--- config.mk ---
export PLATFORM = sky130hd
export DESIGN_NAME = humidity_sensor_frame_decoder
export DESIGN_NICKNAME = d
export VERILOG_FILES = /design/src/hdl/hsfd_pkg.sv /design/src/hdl/hsfd_scale.sv /design/src/hdl/hsfd_core.sv /design/src/hdl/humidity_sensor_frame_decoder.sv
export SDC_FILE = /design/constraint.sdc
export NUM_CORES = 1
export LEC_CHECK = 0
export ABC_AREA = 0
export CORE_ASPECT_RATIO = 0.75
export CORE_MARGIN = 3
export CORE_UTILIZATION = 50
export CTS_BUF_LIST = sky130_fd_sc_hd__clkbuf_4
export CTS_CLUSTER_DIAMETER = 30
export DETAILED_ROUTE_END_ITERATION = 16
export DONT_BUFFER_PORTS = 1
export GPL_TIMING_DRIVEN = 0
export PLACE_DENSITY_LB_ADDON = 0.08
export SLEW_MARGIN = 20
export SYNTH_ARGS = -nofsm -noshare
export SYNTH_HDL_FRONTEND = slang
export SYNTH_HIERARCHICAL = 1
export SYNTH_SLANG_ARGS = --single-unit
--- constraint.sdc ---
create_clock -name clk -period 7.6 [get_ports clk]
set_input_delay 0 -clock clk [delete_from_list [all_inputs] [get_ports clk]]
set_output_delay 0 -clock clk [all_outputs]
set_load 0.05 [all_outputs]
--- src/hdl/hsfd_pkg.sv ---
// ---------------------------------------------------------------------------
// hsfd_pkg: shared types and constants for the sensor frame decoder
// Frame kinds, beat and result records, scaling constants and the CRC-8 step.
// ---------------------------------------------------------------------------
package hsfd_pkg;

  typedef enum logic [1:0] {
    KIND_TEMP = 2'd0,
    KIND_HUM  = 2'd1,
    KIND_ID1  = 2'd2,
    KIND_ID2  = 2'd3
  } kind_t;

  localparam logic [7:0]  CRC_POLY    = 8'h31;
  localparam logic [14:0] TEMP_COEF   = 15'd17572;
  localparam logic [14:0] HUM_COEF    = 15'd12500;
  localparam logic [12:0] TEMP_OFFSET = 13'd4685;
  localparam logic [12:0] HUM_OFFSET  = 13'd600;
  localparam logic [15:0] STATUS_MASK = 16'h0003;

  localparam int unsigned VALUE_W = 15;
  localparam int unsigned IDENT_W = 64;

  // One input beat.
  typedef struct packed {
    kind_t      kind;
    logic [7:0] data_byte;
    logic       first;
  } beat_t;

  // One decoded frame.
  typedef struct packed {
    logic                       valid;
    kind_t                      frame_kind;
    logic signed [VALUE_W-1:0]  value;
    logic [IDENT_W-1:0]         ident;
    logic                       crc_error;
    logic                       ident_valid;
  } result_t;

  // CRC-8, MSB first, one byte.
  function automatic logic [7:0] crc8_byte(input logic [7:0] crc, input logic [7:0] b);
    logic [7:0] c;
    c = crc ^ b;
    for (int i = 0; i < 8; i++) begin
      if (c[7]) begin
        c = {c[6:0], 1'b0} ^ CRC_POLY;
      end else begin
        c = {c[6:0], 1'b0};
      end
    end
    return c;
  endfunction

endpackage

--- src/hdl/hsfd_scale.sv ---
// ---------------------------------------------------------------------------
// hsfd_scale: measurement word scaling
// Clear the status bits and convert to centi-degrees or centi-percent.
// ---------------------------------------------------------------------------
module hsfd_scale (
  input  logic [15:0]        raw_word,
  input  logic               humidity,
  output logic signed [14:0] value
);
  import hsfd_pkg::*;

  logic [15:0] raw_m;
  logic [14:0] coef;
  logic [12:0] offset;
  logic [30:0] prod;
  logic [15:0] diff;

  always_comb begin
    raw_m  = raw_word & ~STATUS_MASK;
    coef   = humidity ? HUM_COEF : TEMP_COEF;
    offset = humidity ? HUM_OFFSET : TEMP_OFFSET;
    prod   = {16'h0, coef} * {15'h0, raw_m};
    // divide by 65536: keep the upper bits
    diff   = {1'b0, prod[30:16]} - {3'b000, offset};
    value  = signed'(diff[14:0]);
  end

endmodule

--- src/hdl/hsfd_core.sv ---
// ---------------------------------------------------------------------------
// hsfd_core: frame state and per-byte decode
// Track position, CRC and collected bytes; emit a result when a frame ends.
// ---------------------------------------------------------------------------
module hsfd_core (
  input  logic             clk,
  input  logic             rst_n,
  input  logic             step,
  input  hsfd_pkg::beat_t  beat,
  input  logic             crc_check_enable,
  output hsfd_pkg::result_t result
);
  import hsfd_pkg::*;

  logic [3:0]  pos_r, pos_nxt;
  logic        active_r, active_nxt;
  kind_t       kind_r, kind_nxt;
  logic [7:0]  crc_r, crc_nxt;
  logic [15:0] raw_r, raw_nxt;
  logic [31:0] mid_r, mid_nxt;
  logic [15:0] tail_r, tail_nxt;
  logic        ferr_r, ferr_nxt;
  logic        b1good_r, b1good_nxt;

  kind_t       kind_e;
  logic        active_e;
  logic [3:0]  pos_e;
  logic [7:0]  crc_e;
  logic        ferr_e;
  logic        b1good_e;
  logic [7:0]  b;
  logic        chk_fail;
  logic signed [14:0] meas_value;

  hsfd_scale u_scale (
    .raw_word (raw_r),
    .humidity (kind_e == KIND_HUM),
    .value    (meas_value)
  );

  always_comb begin
    b        = beat.data_byte;
    kind_e   = beat.first ? beat.kind : kind_r;
    active_e = beat.first | active_r;
    pos_e    = beat.first ? 4'd0 : pos_r;
    crc_e    = beat.first ? 8'h00 : crc_r;
    ferr_e   = beat.first ? 1'b0 : ferr_r;
    b1good_e = (beat.first && beat.kind == KIND_ID1) ? 1'b0 : b1good_r;
    chk_fail = (crc_e != b);

    pos_nxt    = pos_r;
    active_nxt = active_r;
    kind_nxt   = kind_r;
    crc_nxt    = crc_r;
    raw_nxt    = raw_r;
    mid_nxt    = mid_r;
    tail_nxt   = tail_r;
    ferr_nxt   = ferr_r;
    b1good_nxt = b1good_r;
    result     = '0;

    if (step) begin
      kind_nxt   = kind_e;
      active_nxt = active_e;
      pos_nxt    = pos_e;
      crc_nxt    = crc_e;
      ferr_nxt   = ferr_e;
      b1good_nxt = b1good_e;
      if (active_e) begin
        pos_nxt = pos_e + 4'd1;
        unique case (kind_e)
          KIND_TEMP, KIND_HUM: begin
            if (pos_e == 4'd0) begin
              raw_nxt = {b, 8'h00};
              crc_nxt = crc8_byte(crc_e, b);
            end else if (pos_e == 4'd1) begin
              raw_nxt = raw_r | {8'h00, b};
              crc_nxt = crc8_byte(crc_e, b);
            end else begin
              crc_nxt           = 8'h00;
              active_nxt        = 1'b0;
              result.valid      = 1'b1;
              result.value      = meas_value;
              result.crc_error  = crc_check_enable & chk_fail;
            end
          end
          KIND_ID1: begin
            if (!pos_e[0]) begin
              mid_nxt = {mid_r[23:0], b};
              crc_nxt = crc8_byte(crc_e, b);
            end else begin
              crc_nxt  = 8'h00;
              ferr_nxt = ferr_e | chk_fail;
              if (pos_e == 4'd7) begin
                active_nxt       = 1'b0;
                b1good_nxt       = ~ferr_nxt;
                result.valid     = 1'b1;
                result.crc_error = ferr_nxt;
              end
            end
          end
          KIND_ID2: begin
            if (pos_e == 4'd0 || pos_e == 4'd1) begin
              tail_nxt = {tail_r[7:0], b};
              crc_nxt  = crc8_byte(crc_e, b);
            end else if (pos_e == 4'd3 || pos_e == 4'd4) begin
              raw_nxt = {raw_r[7:0], b};
              crc_nxt = crc8_byte(crc_e, b);
            end else begin
              crc_nxt  = 8'h00;
              ferr_nxt = ferr_e | chk_fail;
              if (pos_e != 4'd2) begin
                active_nxt         = 1'b0;
                result.valid       = 1'b1;
                result.crc_error   = ferr_nxt;
                result.ident_valid = b1good_e & ~ferr_nxt;
                if (result.ident_valid) begin
                  result.ident = {raw_r, mid_r, tail_r};
                end
              end
            end
          end
          default: begin
            result = '0;
          end
        endcase
        result.frame_kind = kind_e;
      end
    end
  end

  always_ff @(posedge clk) begin
    if (!rst_n) begin
      pos_r    <= '0;
      active_r <= 1'b0;
      kind_r   <= KIND_TEMP;
      crc_r    <= '0;
      raw_r    <= '0;
      mid_r    <= '0;
      tail_r   <= '0;
      ferr_r   <= 1'b0;
      b1good_r <= 1'b0;
    end else begin
      pos_r    <= pos_nxt;
      active_r <= active_nxt;
      kind_r   <= kind_nxt;
      crc_r    <= crc_nxt;
      raw_r    <= raw_nxt;
      mid_r    <= mid_nxt;
      tail_r   <= tail_nxt;
      ferr_r   <= ferr_nxt;
      b1good_r <= b1good_nxt;
    end
  end

endmodule

--- src/hdl/humidity_sensor_frame_decoder.sv ---
// ---------------------------------------------------------------------------
// humidity_sensor_frame_decoder: sensor response frame decoder
// Decode measurement and identification frames from a byte stream.
// ---------------------------------------------------------------------------
// Usage:
//   in_*   : one response byte per beat. in_tuser carries the frame kind,
//            in_tdata the byte and the first-of-frame flag. A beat with
//            first set opens a new frame and drops any frame in progress.
//   out_*  : one beat per completed frame (temperature, humidity, ident
//            block one, ident block two). Bytes that do not finish a frame,
//            or that arrive with no frame open, give no beat.
//   cfg_*  : write crc_check_enable; always ready. Write only while idle.
// Path: an accepted input beat goes to the input register, then is decoded
//   into the output register before it appears on out_*.
// Throughput: one byte per cycle while out_* does not stall; the input register and the output
//   register each hold a beat, so the input register can take one more
//   beat while a result waits, and the per-byte CRC step plus the constant
//   scaling multiply sit in the single decode stage.
// Reset: clears frame state and the valid flags of both registers; the CRC check comes up on.
// Stall: with out_tready low and a result waiting, the decode stage holds,
//   the input register keeps its beat and in_tready drops.
// ---------------------------------------------------------------------------
module humidity_sensor_frame_decoder (
  input  logic        clk,
  input  logic        rst_n,
  // input byte stream
  input  logic        in_tvalid,
  output logic        in_tready,
  input  logic [15:0] in_tdata,   // [7:0] data_byte, [8] first, rest zero
  input  logic [1:0]  in_tuser,   // [1:0] kind
  // decoded frames
  output logic        out_tvalid,
  input  logic        out_tready,
  output logic [87:0] out_tdata,  // [14:0] value, [78:15] ident,
                                  // [79] crc_error, [80] ident_valid, rest zero
  output logic [1:0]  out_tuser,  // [1:0] frame_kind
  // configuration
  input  logic        cfg_valid,
  output logic        cfg_ready,
  input  logic        cfg_data    // crc_check_enable
);
  import hsfd_pkg::*;

  beat_t   in_beat_r;
  logic    in_vld_r;
  result_t out_r;
  logic    out_vld_r;
  logic    crc_en_r;
  logic    advance;
  result_t core_res;

  // The decode stage moves whenever the output register is free or drained.
  assign advance   = !out_vld_r || out_tready;
  assign in_tready = !in_vld_r || advance;
  assign cfg_ready = 1'b1;

  hsfd_core u_core (
    .clk              (clk),
    .rst_n            (rst_n),
    .step             (in_vld_r && advance),
    .beat             (in_beat_r),
    .crc_check_enable (crc_en_r),
    .result           (core_res)
  );

  always_ff @(posedge clk) begin
    if (!rst_n) begin
      crc_en_r <= 1'b1;
    end else if (cfg_valid && cfg_ready) begin
      crc_en_r <= cfg_data;
    end
  end

  // Input register: load a new beat whenever there is room.
  always_ff @(posedge clk) begin
    if (!rst_n) begin
      in_vld_r <= 1'b0;
    end else if (in_tready) begin
      in_vld_r <= in_tvalid;
    end
  end

  always_ff @(posedge clk) begin
    if (in_tready && in_tvalid) begin
      in_beat_r.kind      <= kind_t'(in_tuser);
      in_beat_r.data_byte <= in_tdata[7:0];
      in_beat_r.first     <= in_tdata[8];
    end
  end

  // Output register: take a result only when the stage advances.
  always_ff @(posedge clk) begin
    if (!rst_n) begin
      out_vld_r <= 1'b0;
    end else if (advance) begin
      out_vld_r <= in_vld_r && core_res.valid;
    end
  end

  always_ff @(posedge clk) begin
    if (advance && in_vld_r && core_res.valid) begin
      out_r <= core_res;
    end
  end

  assign out_tvalid = out_vld_r;
  assign out_tuser  = out_r.frame_kind;
  assign out_tdata  = {7'b0, out_r.ident_valid, out_r.crc_error, out_r.ident,
                       out_r.value};

`ifndef SYNTH
  a_ident_only_block_two: assert property (@(posedge clk) disable iff (!rst_n)
    (out_vld_r && out_r.ident_valid) |-> (out_r.frame_kind == KIND_ID2))
    else $error("ident_valid on a frame other than ident block two");

  a_ident_zero_unless_valid: assert property (@(posedge clk) disable iff (!rst_n)
    (out_vld_r && !out_r.ident_valid) |-> (out_r.ident == '0))
    else $error("ident nonzero without ident_valid");

  a_value_zero_for_ident: assert property (@(posedge clk) disable iff (!rst_n)
    (out_vld_r && (out_r.frame_kind == KIND_ID1 || out_r.frame_kind == KIND_ID2))
      |-> (out_r.value == '0))
    else $error("value nonzero on an identification frame");

  a_stalled_beat_kept: assert property (@(posedge clk) disable iff (!rst_n)
    (in_vld_r && !advance) |=> (in_vld_r && $stable(in_beat_r)))
    else $error("input register lost a beat during a stall");
`endif

endmodule

== After elaboration in Yosys (flattened, before gate mapping) ==
Cells that the tools add are included.

* Add/subtract/negate cells: 2
* Mux-type cells: 252
* Multiply operators: 1
* Reductions and logical operators: 22
* Bitwise logic cells: 50
* Equal/unequal tests: 13

{| class="wikitable"
|+ Operators with widths
! kind !! count
|-
| $mux W8 || 161
|-
| $mux W6 || 36
|-
| $mux W66 || 3
|-
| $mux W84 || 2
|-
| $mux W64 || 2
|-
| $not A3 Y3 || 36
|-
| $mux W16 || 4
|-
| $mux W15 || 4
|-
| $pmux W16 S2 || 1
|-
| $mux W1 || 30
|-
| $mul A15 B14 Y29 || 1
|-
| $pmux W8 S3 || 1
|-
| $or A16 B8 Y16 || 1
|-
| $sub A15 B13 Y15 || 1
|-
| $mux W13 || 1
|-
| $pmux W1 S3 || 3
|-
| $eq A4 B3 Y1 const B || 2
|-
| $mux W4 || 2
|-
| $ne A8 B8 Y1 || 1
|-
| $not A1 Y1 || 8
|-
| $reduce_and A4 Y1 || 2
|-
| $xor A8 B8 Y8 || 1
|-
| $reduce_or A7 Y1 || 1
|-
| $eq A2 B2 Y1 const B || 3
|-
| 23 further kinds || 33
|}

* Logic and storage cells: 360
* Input bits: 24
* Flip-flop bits (word level): 178
* Output and inout port bits: 93

== Depth between registers and ports, before layout ==
Gate-level depths: netlist (run 1).

* Word-level depth: 57
* Depth in mapped cells: 38
* Mapped depth without buffers: 34

== Cells and area by module ==
Netlist (run 1), hierarchy kept.

{| class="wikitable"
|+ By module, submodules not included
! module !! area each (sq um) !! seq. area each (sq um) !! times used !! cells each
|-
| hsfd_scale || 4829.6 || 0.0 || 1 || 560
|-
| hsfd_core || 4739.5 || 1621.6 || 1 || 608
|-
| humidity_sensor_frame_decoder || 3036.7 || 2882.8 || 1 || 120
|}

== Least setup slack after synthesis (run 1) ==
Ideal clock, no wire load.

* Path kind: flip-flop to flip-flop
* Start: register in_beat_r[0] (netlist name)
* End: register out_r, in the netlist out_tdata[14] (data pin)
* Path slack: -0.286 ns
* Clock period less this slack: 7.886 ns
* Setup time: 0.255 ns
* Required time: 7.345 ns
* Cell stages (with the launch flop): 35
* Arrival time: 7.631 ns
* Cells stage by stage: edfxtp_1 > buf_4 > buf_4 > mux2i_1 > nor2_1 > buf_6 > inv_1 > clkbuf_1 > nand2_1 > nand2_1 > ha_1 > inv_1 > fa_1 > fa_1 > inv_1 > fa_1 > fa_1 > inv_1 > fa_1 > inv_1 > ha_1 > buf_2 > and3_1 > and2_1 > o2111ai_1 > a311oi_2 > o21ai_0 > nand2b_1 > xor2_1 > ha_1 > or4b_2 > or4_1 > o2111ai_1 > nor4b_1 > and2_1

* Longest elaborated chain between the ends: 5
* Elaborated cells between the ends (all ways): 15
* Those cells by class: add/sub (1); mul (1); eq/ne (2); mux (4); bitwise (3); reduce/logical (4)

{| class="wikitable"
|+ RTL lines
! element !! line !! RTL
|-
| start, declared || humidity_sensor_frame_decoder.sv:44 || <nowiki>beat_t in_beat_r;</nowiki>
|-
| $mux W2 * || hsfd_core.sv:43 || <nowiki>kind_e = beat.first ? beat.kind : kind_r;</nowiki>
|-
| $eq A2 B1 Y1 * || hsfd_core.sv:37 || <nowiki>.humidity (kind_e == KIND_HUM),</nowiki>
|-
| $mux W15 || hsfd_scale.sv:20 || <nowiki>coef = humidity ? HUM_COEF : TEMP_COEF;</nowiki>
|-
| $mul A15 B14 Y29 || hsfd_scale.sv:22 || <nowiki>prod = {16'h0, coef} * {15'h0, raw_m};</nowiki>
|-
| $sub A15 B13 Y15 * || hsfd_scale.sv:24 || <nowiki>diff = {1'b0, prod[30:16]} - {3'b000, offset};</nowiki>
|-
| net u_core.meas_value[14] || hsfd_core.sv:33 || <nowiki>logic signed [14:0] meas_value;</nowiki>
|-
| end signal, assigned || humidity_sensor_frame_decoder.sv:102 || <nowiki>out_r <= core_res;</nowiki>
|-
| end, declared || humidity_sensor_frame_decoder.sv:46 || <nowiki>result_t out_r;</nowiki>
|}

Mark *: on every way through the listed nets, which the timed path passes. The rest lies on a longest branch.
A chain may end at the register's enable or synchronous reset.

== Worst setup path after layout (run 1) ==
Ends and elaborated chain as after synthesis.

==> results of run 1 <==
## cell type report
| cell class | count | area, µm² | share of cell area, % |
|---|---|---|---|
| well taps | 331 | 414 | 2.78 |
| repair buffers | 94 | 855 | 5.74 |
| diodes | 1 | 2.50 | 0.0168 |
| plain buffers | 72 | 459 | 3.08 |
| multi-input cells | 944 | 7940 | 53.3 |
| inverters | 109 | 414 | 2.78 |
| clock inverters | 15 | 179 | 1.20 |
| flip-flops and latches | 178 | 4500 | 30.2 |
| clock buffers | 17 | 128 | 0.857 |
## how the worst max path moves through the flow
stage	start	endpoint	depth (start not counted)
4_1_cts	in_beat_r[0]	out_tdata[14]	32
6_report	in_beat_r[0]	out_tdata[14]	33
3_3_place_gp	in_beat_r[0]	out_tdata[71]	15
2_1_floorplan	in_beat_r[0]	out_tdata[14]	33
3_5_place_dp	in_beat_r[0]	out_tdata[14]	34
5_1_grt	in_beat_r[0]	out_tdata[14]	32
## state kept, by name, indices dropped and copies added, names as in the netlist, 2 cells and up
| name | flops |
|---|---|
| u_core/crc_r | 8 |
| u_core/kind_r | 2 |
| u_core/raw_r | 16 |
| u_core/pos_r | 4 |
| in_beat_r | 11 |
| out_tdata | 81 |
| u_core/mid_r | 32 |
| out_tuser | 2 |
| u_core/tail_r | 16 |
## stage by stage
step	power [W]	setup TNS [ns]
6_report	0.00269	0
3_3_place_gp	0.00187	-159.71
2_1_floorplan	0.00170	0
4_1_cts	0.00255	-0.0433
3_5_place_dp	0.00188	-10.21
5_1_grt	0.00287	-0.239
## per-layer routing
layer / global-route usage (%) / wire [µm]
met1: 36.9 / 16300
met2: 32.1 / 12900
met3: 3.71 / 2010
met4: 4.82 / 225
met5: 0 / 0
## cells by family after synthesis
group                    after synthesis  synth area share, %
buffers and inverters                183                 6.56
other                                  4                0.119
adder cells (fa/ha/maj)              186                 22.2
AO/OA/AOI/OAI                        214                 12.3
XOR/XNOR                              58                 4.25
AND/OR/NAND/NOR                      461                 18.5
flip-flops                           178                 35.7
multiplexers                           4                0.328
## timing repair
action | CTS | global route
setup buffers | 28 | 37
endpoints found under the hold margin | 58 | 0
hold buffers | 28 | 0
setup endpoints to repair | 12 | 6
resized for setup | 52 | 101
gates cloned | 1 | 0
pin swaps | 16 | 56
## cell usage after synthesis, types with 6 or more instances
master / n / area (µm²)
nor4bb_1: 6 / 60.1
and3_1: 12 / 75.1
a21boi_0: 26 / 195
nand2_1: 181 / 679
a31oi_1: 14 / 87.6
and2_1: 89 / 557
xnor2_1: 42 / 368
a21oi_1: 37 / 185
nor2b_1: 14 / 87.6
nand3_1: 26 / 130
buf_6: 7 / 78.8
nor3b_1: 12 / 90.1
buf_4: 16 / 120
or2_2: 8 / 50.1
dfxtp_1: 84 / 1680
fa_1: 63 / 1260
edfxtp_1: 94 / 2820
a21boi_1: 35 / 263
ha_1: 122 / 1530
nor3_1: 11 / 55.1
buf_2: 22 / 110
a221oi_1: 9 / 78.8
o21ai_1: 6 / 30.0
clkbuf_1: 28 / 105
nand2b_1: 8 / 50.1
nor2_1: 64 / 240
inv_1: 109 / 409
a21o_1: 13 / 97.6
o21ai_0: 18 / 90.1
xor2_1: 14 / 123
## critical path: cells and delay by family (launching register included)
family	cells	cell delay, ns
buffers and inverters	7	0.79
and+or+nand+nor	12	2.42
xor gates and xnor gates	1	0.07
AOI/OAI and AO/OA	5	0.81
adders and majority gates	8	2.77
DFF	1	0.50
## where the power goes
group | total [W] | leakage (nW) | switching (W) | internal [W]
sequential | 0.00105 | 1.37 | 0.0000277 | 0.00102
combinational | 0.00108 | 4.67 | 0.000582 | 0.000502
clock | 0.000562 | 0.156 | 0.000405 | 0.000157
total | 0.00269 | 6.19 | 0.00101 | 0.00168
==> results.tsv, run 1 <==
stage	metric	value	unit
floorplanning	core-area	0.0244	mm²
placement	post-place-ws	-1.55	ns
cts	clock-sinks	178	
placement	dpl_cell_area	0.0132	mm²
power	p_leak	6.19	nW
worst_hold_path	holdPathStages	3	
logic_synthesis	ys_warn_count	6	
timing	tightest_slew	1.05	ns
layout	fillers	2110	
floorplanning	fp.dieH	144	µm
floorplanning	die_area	0.0272	mm²
logic_synthesis	synth_edf_count	94	
timing	hold_slack	0.0678	ns
timing	setup_violations	0	
logic_synthesis	synth.avg_cell_area	9.79	µm²
critical_path	cp-end-kind	flop	
worst_hold_path	hold_start	cfg_valid	
layout	drive_gt1_share	19.5	%
layout	area_growth	18.2	%
layout	utilization	61.0	%
critical_path	arrival	7.98	ns
timing	rsz0062_at_grt	yes	
cts	tritoncts	done	
logic_synthesis	synth_cell_type_count	79	
logic_synthesis	synthCells	1288	
worst_hold_path	hold_path_end	crc_en_r	
grt	track_usage	22.9	%
layout	finalInstanceArea	0.0149	mm²
grt	grt_pass1_wl	48900	µm
critical_path	path_max_fanout	5	
placement	finalWeightedCongestion	0.929	
drt	drt-total-wl	31500	µm
power	ir_worst_vdd	0.106	mV
timing	period_share	99.9	%
cts	clk_pin_slew_worst_paths	0.17	ns
logic_synthesis	synthFlopType	edfxtp_1	
run	drv_cap	0	
timing	max_freq	0.132	GHz
grt	antenna_found_initial	1	
timing	skew	0.0373	ns
critical_path	r2r_setup_slack	0.006	ns
drt	drt_first_pass_iters	6	
timing	worst_slack	0.00633	ns
drt	vias_per_cell	5.39	
status	outcome	finished, final reports clean	
critical_path	crit_type	flop to flop	
grt	grt_max_degree	30	
floorplanning	placementRows	49	
critical_path	critPathSlowestCell	fa_2	
cts	cts_buffers	17	
critical_path	timing.rr.start	in_beat_r[0]	
floorplanning	die_x	189	µm
logic_synthesis	async_flop_share	0	%
cts	insertion_delay	0.62	ns
timing	hold_viol_final	0	
critical_path	r2r_end	out_tdata[14]	
cts	cts-root-buf	clkbuf_4	
logic_synthesis	seq_area_frac_synth	35.7	%
critical_path	cpPeakStageDelay	0.54	ns
layout	final_cell_mix	168 x nand2_1, 100 x ha_1, 94 x edfxtp_1	
layout	final_net_count	1625	
layout	final_common_cell	nand2_1	
critical_path	crit_required	7.99	ns
drt	drt-initial-drc-count	703	
placement	portBuffers	0	
logic_synthesis	netlist_area	0.0126	mm²
placement	post-place-cells	1639	
floorplanning	start_util	51.7	%
floorplanning	io_pins	117	
drt	vias	9493	
power	power_density	181	mW/mm²
critical_path	cp-start-kind	flop	
layout	layout.cells.non_filler	1761	
worst_hold_path	hold_path_class	input port to flop	
drt	remaining_drc_errors	0	
timing	drv_slew	0	
timing	max-slew-margin-rel	30.1	%
grt	first_global_vias	8974	
cts	htree_levels	4	
drt	wl_per_cell	17.9	µm
logic_synthesis	ys_ff_latch	178	
timing	min_period	7.59	ns
cts	clockBufferDepth	2	
placement	hpwl	22600	µm
critical_path	reg2reg_depth	33	
drt	antenna_left	0	
grt	globalRouteOverflowTotal	0	
(Power assumes the default switching activity.)
==> run 2, diff against run 1 <==
- CELL_PAD_IN_SITES_DETAIL_PLACEMENT: not set -> 1
- CELL_PAD_IN_SITES_GLOBAL_PLACEMENT: not set -> 1
- CORE_UTILIZATION: 50 -> 47
==> run 2 against run 1 <==
Net effect: combinational power grew 5%; wire length increased by 15%; die area grew 6.1%; clock-buffer cell count is the same; via count is 2.7% higher; clock power grew 2%; cell count unchanged; sequential power is essentially flat; sequential cell count is the same; critical path type unchanged.
==> results.tsv, run 2 (synthesis results as in run 1) <==
stage	metric	value	unit	change
timing	min_period	7.55	ns	-0.0411 ns
drt	drt-initial-drc-count	590		-16%
timing	fin_setup_tns	0	ns	unchanged
power	clock_power_share	20.8	%	about the same
grt	globalRouteOverflowTotal	0		unchanged
grt	grt_max_degree	31		+3.3%
floorplanning	start_util	48.2	%	-3.5 points
layout	area_growth	18.3	%	about the same
grt	antenna_found_initial	1		unchanged
critical_path	path_max_fanout	8		+3
critical_path	cp-end-kind	flop		
critical_path	cpPeakStageDelay	0.56	ns	+0.02 ns
critical_path	timing.rr.start	in_beat_r[0]		
power	p_comb_share	41.0	%	+0.8 points
placement	portBuffers	0		unchanged
cts	clockBufferDepth	2		unchanged
placement	hpwl	26200	µm	+16%
floorplanning	io_pins	117		unchanged
placement	post-place-ws	-1.65	ns	-0.100 ns
timing	max_freq	0.132	GHz	+0.54%
power	power_density	184	mW/mm²	+1.9%
worst_hold_path	hold_start	in_tdata[1]		
layout	fillers	2894		+37%
critical_path	crit_start	in_beat_r[0]		
critical_path	cp-start-kind	flop		
timing	setup_violations	0		unchanged
grt	grt_pass1_wl	56700	µm	+16%
timing	skew	0.0295	ns	-0.00782 ns
cts	clock-sinks	178		unchanged
layout	final_cell_mix	168 x nand2_1, 98 x ha_1, 94 x edfxtp_1, 94 x inv_1, 84 x dfxtp_1		
drt	vias_per_cell	5.54		+2.7%
timing	max-slew-margin-rel	46.3	%	+16 points
power	power_frac_seq	38.2	%	-0.7 points
critical_path	crit_required	7.98	ns	about the same
critical_path	arrival	7.93	ns	-0.05 ns
floorplanning	die_area	0.0288	mm²	+6.1%
floorplanning	fp.dieH	148	µm	+3.0%
cts	insertion_delay	0.61	ns	about the same
layout	largest_register_ffs	81		unchanged
floorplanning	die_x	195	µm	+3.0%
drt	remaining_drc_errors	0		unchanged
timing	rsz0062_at_grt	yes		
cts	clk_pin_slew_worst_paths	0.18	ns	about the same
critical_path	crit_type	flop to flop		
status	outcome	finished, final reports clean		
drt	antenna_left	0		unchanged
timing	drv_slew	0		unchanged
timing	period_share	99.4	%	-0.54 points
critical_path	crit_family	adder cells		
drt	drt_first_pass_iters	5		-1
critical_path	critPathSlowestCell	fa_1		
layout	drive_gt1_share	19.0	%	-0.53 points
critical_path	path_buf_inv	12		+5
layout	final_common_cell	nand2_1		
drt	drt-total-wl	36200	µm	+15%
cts	cts-root-buf	clkbuf_4		
power	p_int	0.00169	W	+0.54%
timing	hold_slack	0.0321	ns	-0.0356 ns
grt	track_usage	25.0	%	+2.1 points
timing	worst_slack	0.0474	ns	+0.0411 ns
power	p_leak	6.15	nW	-0.59%
timing	hold_viol_final	0		unchanged
power	netSwitchingFraction	38.5	%	+0.87 points
power	p_sw	0.00106	W	+4.3%
drt	vias	9753		+2.7%
floorplanning	core-area	0.0262	mm²	+7.2%
timing	tightest_slew	0.800	ns	-0.246 ns
run	drv_cap	0		unchanged
drt	wl_per_cell	20.6	µm	+15%
floorplanning	placementRows	51		+4.1%
grt	first_global_vias	10200		+13%
worst_hold_path	hold_path_class	input port to flop		
cts	tritoncts	done		
cts	cts_buffers	17		unchanged
placement	finalWeightedCongestion	0.848		-8.7%
power	ir_worst_vdd	0.0898	mV	-15%
layout	final_net_count	1612		-0.80%
cts	htree_levels	4		unchanged
run 2: changes by cell type in the layout (fill, tap and decap cells not counted), moves of 3 or more:
cell       previous run  this run
fa_1                 55        58
clkinv_8              4         7
buf_8                 4         1
fa_2                  8         5
buf_4                71        60
inv_8                 5         0
clkbuf_16             0         3
run 2: worst paths after layout:
kind,end,slack [ns],cells past startpoint
setup reg to reg,out_tdata[14],0.05,33
hold / removal,in_beat_r[2],0.03,1
hold reg to reg,u_core/mid_r[31],0.46,2
setup / recovery,out_tdata[14],0.05,33
run 2: final cells by class:
type	instances	area, µm²	area share (%)
antenna	1	2.50	0.0168
buffer	73	509	3.42
clock buffer	17	128	0.856
clock inverter	15	190	1.28
inverter	109	414	2.78
multi-input combinational	944	8000	53.7
sequential	178	4500	30.2
tap	344	430	2.89
timing repair buffer	80	729	4.89
run 2: metrics by stage:
step	util, %	cells	total power (W)	instance area (µm²)
2_1_floorplan	-	1305	0.00170	12700
3_3_place_gp	50.3	1649	0.00188	13200
3_5_place_dp	50.6	1652	0.00190	13200
4_1_cts	56.0	1747	0.00267	14700
5_1_grt	57.0	1761	0.00292	14900
6_report	57.0	1761	0.00275	14900
run 2: per-layer routing:
layer	up-vias	GRT usage, %	share of wire [%]
li1	4587	-	-
met1	4901	37.8	50
met2	240	38.1	43
met3	25	4.15	5.2
met4	0	5.13	1.2
met5	-	0	0
run 2: repair_timing:
action / in CTS / in global routing
setup endpoints to repair: 12 / 6
pin swaps: 53 / 41
hold buffers: 26 / 0
endpoints found under the hold margin: 72 / 0
gates resized for setup: 129 / 30
setup buffers: 37 / 14
run 2: power groups by stage:
stage / clock [W] / combinational, W / sequential [W]
after detailed placement: 0 / 0.000834 / 0.00107
final: 0.000571 / 0.00113 / 0.00105
after CTS: 0.000593 / 0.00103 / 0.00105
after global routing: 0.000630 / 0.00124 / 0.00105
after global placement: 0 / 0.000814 / 0.00107
after floorplan: 0 / 0.000640 / 0.00106
